<file path="src/design/rpcc_pkg.sv">
// Package with types, stage numbering and constants of the RGB pixel color converter.
`timescale 1ns / 1ps
`default_nettype none

package rpcc_pkg;

    localparam int unsigned SAMPLE_W = 16;
    localparam int unsigned SUM_W    = 18;
    localparam int unsigned PROD_W   = 26;
    localparam int unsigned ACC_W    = 27;
    localparam int unsigned NUM_W    = 34;
    localparam int unsigned DIV_W    = 18;
    localparam int unsigned Y_W      = 24;
    localparam int unsigned QE_W     = 17;
    localparam int unsigned RECIP_W  = 25;
    localparam int unsigned COEF_W   = 10;

    // Pipeline stage numbering.
    localparam int unsigned NUM_STAGES = 13;
    localparam int unsigned ST_IN      = 0;
    localparam int unsigned ST_SUM     = 1;
    localparam int unsigned ST_ACC     = 2;
    localparam int unsigned ST_PREP    = 3;
    localparam int unsigned ST_RECIP   = 4;
    localparam int unsigned ST_MULQ    = 5;
    localparam int unsigned ST_SEPIA   = 6;
    localparam int unsigned ST_ALIGN   = 11;
    localparam int unsigned ST_OUT     = 12;

    // Grayscale divider: two quotient bits per stage.
    localparam int unsigned DIV_STAGES   = 8;
    localparam int unsigned BITS_PER_DIV = 2;
    localparam int unsigned QUOT_W       = 16;

    // Sepia rounding: floor((v + 500) / 1000) = floor(((v + 500) >> 3) / 125).
    localparam int unsigned SEPIA_SCALE  = 1000;
    localparam int unsigned ROUND_BIAS   = 500;
    localparam int unsigned SEPIA_DIV    = 125;
    localparam int unsigned RECIP_SHIFT  = 31;
    localparam logic [RECIP_W-1:0] RECIP_M = 25'd17179869;

    localparam logic [1:0] CH_RED   = 2'd0;
    localparam logic [1:0] CH_GREEN = 2'd1;
    localparam logic [1:0] CH_BLUE  = 2'd2;

    typedef logic [COEF_W-1:0] t_coef;

    localparam t_coef SEPIA_COEF [3][3] = '{
        '{10'd393, 10'd769, 10'd189},
        '{10'd349, 10'd686, 10'd168},
        '{10'd272, 10'd534, 10'd131}
    };

    typedef logic [NUM_STAGES-1:0] t_stage_en;

    typedef enum logic [1:0] {
        MODE_BITMAP  = 2'd0,
        MODE_GRAY    = 2'd1,
        MODE_ISOLATE = 2'd2,
        MODE_SEPIA   = 2'd3
    } t_mode;

    typedef enum logic [1:0] {
        CFG_MODE      = 2'd0,
        CFG_MAX_VALUE = 2'd1,
        CFG_MAX_GRAY  = 2'd2,
        CFG_CHANNEL   = 2'd3
    } t_cfg_index;

    typedef struct packed {
        t_mode               mode;
        logic [SAMPLE_W-1:0] max_value;
        logic [SAMPLE_W-1:0] gray_limit;
        logic [1:0]          channel_select;
    } t_cfg;

endpackage

`default_nettype wire

</file>
<file path="src/design/rpcc_gray.sv">
// Grayscale datapath: sum * gray_limit over 3 * max_value in a pipelined radix-4 divider.
`timescale 1ns / 1ps
`default_nettype none

module rpcc_gray (
    input  logic                          i_clk,
    input  rpcc_pkg::t_stage_en           i_en,
    input  rpcc_pkg::t_cfg                i_cfg,
    input  logic [rpcc_pkg::SUM_W-1:0]    i_sum,
    output logic [rpcc_pkg::QUOT_W-1:0]   o_quot,
    output logic                          o_ovf
);

    localparam int unsigned ND = rpcc_pkg::DIV_STAGES;
    localparam int unsigned QW = rpcc_pkg::QUOT_W;
    localparam int unsigned DW = rpcc_pkg::DIV_W;

    logic [rpcc_pkg::NUM_W-1:0] r_num;
    logic [rpcc_pkg::NUM_W-1:0] n_num;

    // Index 0 is the setup stage, 1..ND the divider stages.
    logic [DW-1:0] r_rem [ND+1];
    logic [QW-1:0] r_low [ND+1];
    logic [QW-1:0] r_q   [ND+1];
    logic [DW-1:0] r_dv  [ND+1];
    logic          r_ov  [ND+1];

    logic [DW-1:0] n_rem [ND+1];
    logic [QW-1:0] n_low [ND+1];
    logic [QW-1:0] n_q   [ND+1];
    logic [DW-1:0] n_dv;
    logic          n_ov;

    assign n_num = rpcc_pkg::NUM_W'(i_sum) * rpcc_pkg::NUM_W'(i_cfg.gray_limit);
    assign n_dv  = DW'({i_cfg.max_value, 1'b0}) + DW'(i_cfg.max_value);

    // A quotient of 2^16 or more always clamps. A zero divisor lands here as well.
    assign n_ov  = (r_num >= (rpcc_pkg::NUM_W'(n_dv) << QW));

    always_comb begin
        logic [DW:0] trial;
        trial    = '0;
        n_rem[0] = r_num[rpcc_pkg::NUM_W-1:QW];
        n_low[0] = r_num[QW-1:0];
        n_q[0]   = '0;
        for (int j = 1; j <= ND; j++) begin
            n_rem[j] = r_rem[j-1];
            n_low[j] = r_low[j-1];
            n_q[j]   = r_q[j-1];
            for (int b = 0; b < rpcc_pkg::BITS_PER_DIV; b++) begin
                trial    = {n_rem[j], n_low[j][QW-1]};
                n_low[j] = {n_low[j][QW-2:0], 1'b0};
                if (trial >= {1'b0, r_dv[j-1]}) begin
                    n_rem[j] = DW'(trial - {1'b0, r_dv[j-1]});
                    n_q[j]   = {n_q[j][QW-2:0], 1'b1};
                end else begin
                    n_rem[j] = trial[DW-1:0];
                    n_q[j]   = {n_q[j][QW-2:0], 1'b0};
                end
            end
        end
    end

    always_ff @(posedge i_clk) begin
        if (i_en[rpcc_pkg::ST_ACC]) begin
            r_num <= n_num;
        end
        if (i_en[rpcc_pkg::ST_PREP]) begin
            r_rem[0] <= n_rem[0];
            r_low[0] <= n_low[0];
            r_q[0]   <= n_q[0];
            r_dv[0]  <= n_dv;
            r_ov[0]  <= n_ov;
        end
        for (int j = 1; j <= ND; j++) begin
            if (i_en[rpcc_pkg::ST_PREP + j]) begin
                r_rem[j] <= n_rem[j];
                r_low[j] <= n_low[j];
                r_q[j]   <= n_q[j];
                r_dv[j]  <= r_dv[j-1];
                r_ov[j]  <= r_ov[j-1];
            end
        end
    end

    assign o_quot = r_q[ND];
    assign o_ovf  = r_ov[ND];

endmodule

`default_nettype wire

</file>
<file path="config.mk">
export PLATFORM = sky130hd
export DESIGN_NAME = rpcc_gray
export DESIGN_NICKNAME = d
export VERILOG_FILES = /design/src/design/rpcc_pkg.sv /design/src/design/rpcc_gray.sv
export SDC_FILE = /design/constraint.sdc
export NUM_CORES = 2
export LEC_CHECK = 0
export BUFFER_PORTS_ARGS = -buffer_cell sky130_fd_sc_hd__buf_2
export CELL_PAD_IN_SITES_DETAIL_PLACEMENT = 1
export CELL_PAD_IN_SITES_GLOBAL_PLACEMENT = 1
export CORE_MARGIN = 2
export CORE_UTILIZATION = 40
export DETAILED_ROUTE_END_ITERATION = 8
export PLACE_DENSITY_LB_ADDON = 0.1
export SETUP_SLACK_MARGIN = 0.05
export SLEW_MARGIN = 40
export SYNTH_ARGS = -nofsm -noshare
export SYNTH_HDL_FRONTEND = slang
export SYNTH_SLANG_ARGS = --single-unit
</file>
<file path="constraint.sdc">
create_clock -name i_clk -period 8.65 [get_ports i_clk]
set_clock_uncertainty 0.05 [all_clocks]
set_input_delay 0.4325 -clock i_clk [delete_from_list [all_inputs] [get_ports i_clk]]
set_output_delay 0.4325 -clock i_clk [all_outputs]
set_load 0.01 [all_outputs]
</file>
==> results.tsv <==
metric	value	unit
status	completed	
fmax	0.150	GHz
placed_cell_area	0.0425	sq mm
cts_buffers	56	
rr_startpoint	r_dv[0][1]	
tns	0	ns
period_share	77.2	%
drt_iter0_drc	1028	
crit_end	r_rem[0][35]	
syn-num-nets	4578	
synthesis.area	0.0405	sq mm
rrSetupSlack	1.98	ns
syn2layout_area_growth	9.54	%
avgSynthCellArea	10.5	sq um
ys_seq_area_share	35.2	%
via_per_inst	5.21	
wl_per_cell	19.0	um
htreeDepth	2	
die_h	322	um
grt_first_pass_wirelength	162	mm
drive_gt1_share	10.3	%
rsz0062_at_grt	false	
antenna_found_initial	1	
detail-route-antenna-nets	0	
clock_latency	0.67	ns
required	9.00	ns
drv_slew	0	
synth_edf_count	475	
clock-sinks	475	
synth_seq_cells	475	
maxCapViolCount	0	
synth_common_cells	523 x inv_1, 475 x edfxtp_1, 429 x ha_1	
hold_path.class	primary input to flop	
hold_violations	0	
netlist_top_cells_area	edfxtp_1 35%, ha_1 13%, fa_1 12%	
fin_crit	6.67	ns
post_cts_buffers	0	
cts.path.max_buffers	3	
r2r_end	r_rem[0][35]	
synth_cell_types	87	
cts_tree	done	
gr-total-overflow	0	
setup_viol_count_final	0	
die_area	0.104	sq mm
die_w	322	um
cts_resized	0	
fp.coreArea	0.100	sq mm
ios	85	
vias	27800	
tightest_slew	0.777	ns
start_kind	flop	
hold_buffers	1	
drc	0	
io_buffers	77	
slew_headroom	48.2	%
path_clk_slew	0.06	ns
layout.nets	4664	
dp_hpwl	81.1	mm
fin_area	0.0444	sq mm
n_antenna_cell	0	
first_global_vias	29500	
initial_core_util	40.4	%
drt_pass1_iterations	5	
gp_congestion	0.815	
syn-instance-count	3843	
cts_root_buffer	clkbuf_16	
yosys_warnings	0	
worst-path-max-fanout	29	
worstPathArrival	7.02	ns
synthMostInstantiatedCell	inv_1	
track_usage	19.8	%
grt_max_degree	54	
rows	116	
drt-total-wl	101	mm
synth.largest_area_cell	edfxtp_1	
dp_cells	5226	
r2r_cells	23	
synthDominantCellAreaShare	35.2	%
fin_cells	5330	
synthFlopType	edfxtp_1	
crit_type	flop to flop	
cp-startpoint	r_dv[0][1]	
synthArstFlopShare	0	%
num-fill-cells	11000	
endpoint_kind	flop	
==> worst min path at each step <==
stage	startpoint	endpoint	slack [ns]	depth (start not counted)
after floorplan	r_low[0][90]	r_low[0][108]	0.35	0
after global placement	r_low[0][24]	r_low[0][42]	0.35	0
after detailed placement	r_low[0][61]	r_low[0][79]	0.36	0
after CTS	i_cfg[33]	r_dv[0][16]	0.08	2
after global routing	i_cfg[33]	r_dv[0][16]	0.10	2
final	i_cfg[33]	r_dv[0][16]	0.13	2
==> metal layers <==
| layer | global-route usage (%) | vias to the layer above | routed length (um) | part of all wire (%) |
|---|---|---|---|---|
| li1 | - | 13600 | - | - |
| met1 | 25.0 | 13800 | 45200 | 45 |
| met2 | 35.8 | 234 | 51400 | 51 |
| met3 | 2.34 | 117 | 2190 | 2.2 |
| met4 | 5.17 | 2 | 2440 | 2.4 |
| met5 | 0 | - | 7 | 0.0069 |
==> layout by cell type (no fill, tap or decap), types with 16 or more instances in the layout <==
| master | n |
|---|---|
| a211oi_1 | 22 |
| a21o_1 | 119 |
| a21oi_1 | 234 |
| and2_1 | 141 |
| and3_1 | 23 |
| buf_2 | 77 |
| buf_4 | 16 |
| clkbuf_16 | 56 |
| edfxtp_1 | 475 |
| fa_1 | 238 |
| ha_1 | 429 |
| inv_1 | 523 |
| mux2_2 | 156 |
| mux2i_1 | 17 |
| nand2_1 | 294 |
| nand2b_1 | 39 |
| nand3_1 | 36 |
| nand4_1 | 47 |
| nor2_1 | 158 |
| nor2b_1 | 51 |
| nor3_1 | 41 |
| o21a_1 | 55 |
| o21ai_0 | 141 |
| o21bai_1 | 34 |
| o31ai_1 | 17 |
| or3_1 | 16 |
| xnor2_1 | 183 |
| xor2_1 | 69 |
==> critical path, stage by stage (launching register included) <==
cell and delay, ns:
edfxtp_1 0.47, inv_1 0.17, ha_1 0.27, nor2b_1 0.15
o31a_1 0.27, o41a_1 0.37, a221oi_2 0.35, a21oi_1 0.22
a311oi_2 0.38, a21oi_2 0.09, buf_4 0.25, o21ai_0 0.40
inv_1 0.10, ha_1 0.29, nor2b_1 0.13, o21ai_0 0.19
nand2b_1 0.17, a221o_1 0.46, a221oi_1 0.48, a21oi_1 0.14
a211oi_1 0.31, o21ai_2 0.08, buf_4 0.26, mux2_2 0.36
==> sequential cells by signal (all words and copies together), names as in the netlist <==
name,cells
r_low,72
r_num,34
r_q,72
r_rem,144
r_dv,144
r_ov,9
==> layout make-up <==
| type | count | area, sq um | area share [%] |
|---|---|---|---|
| clock buffers | 62 | 1420 | 3.21 |
| multi-input cells | 2774 | 24000 | 54.1 |
| clock inverters | 40 | 445 | 1.00 |
| inverters | 524 | 1970 | 4.43 |
| repair buffers | 98 | 569 | 1.28 |
| flip-flops and latches | 475 | 14300 | 32.2 |
| well taps | 1357 | 1700 | 3.83 |
==> cells by family (layout without fill, tap and decap cells) <==
logic type	Yosys count	in the layout	synth area share [%]
simple gates	894	894	11.0
fa+ha+maj	667	667	25.0
flops	475	475	35.2
xor+xnor	252	252	5.45
mux	187	187	5.28
buf+inv	594	724	5.63
compound gates	774	774	12.4
==> stage by stage <==
| step | setup slack, ns | hold slack (ns) | utilization, % |
|---|---|---|---|
| after global placement | 1.34 | 0.350 | 42.3 |
| final | 1.98 | 0.130 | 44.2 |
| after floorplan | 1.94 | 0.350 | - |
| after detailed placement | 1.32 | 0.355 | 42.3 |
| after global routing | 1.47 | 0.105 | 44.2 |
| after CTS | 1.89 | 0.0775 | 44.2 |
Power is left out: the tool's default activity adds up to more than one toggle a clock period on the data nets, which glitch-free logic cannot reach.
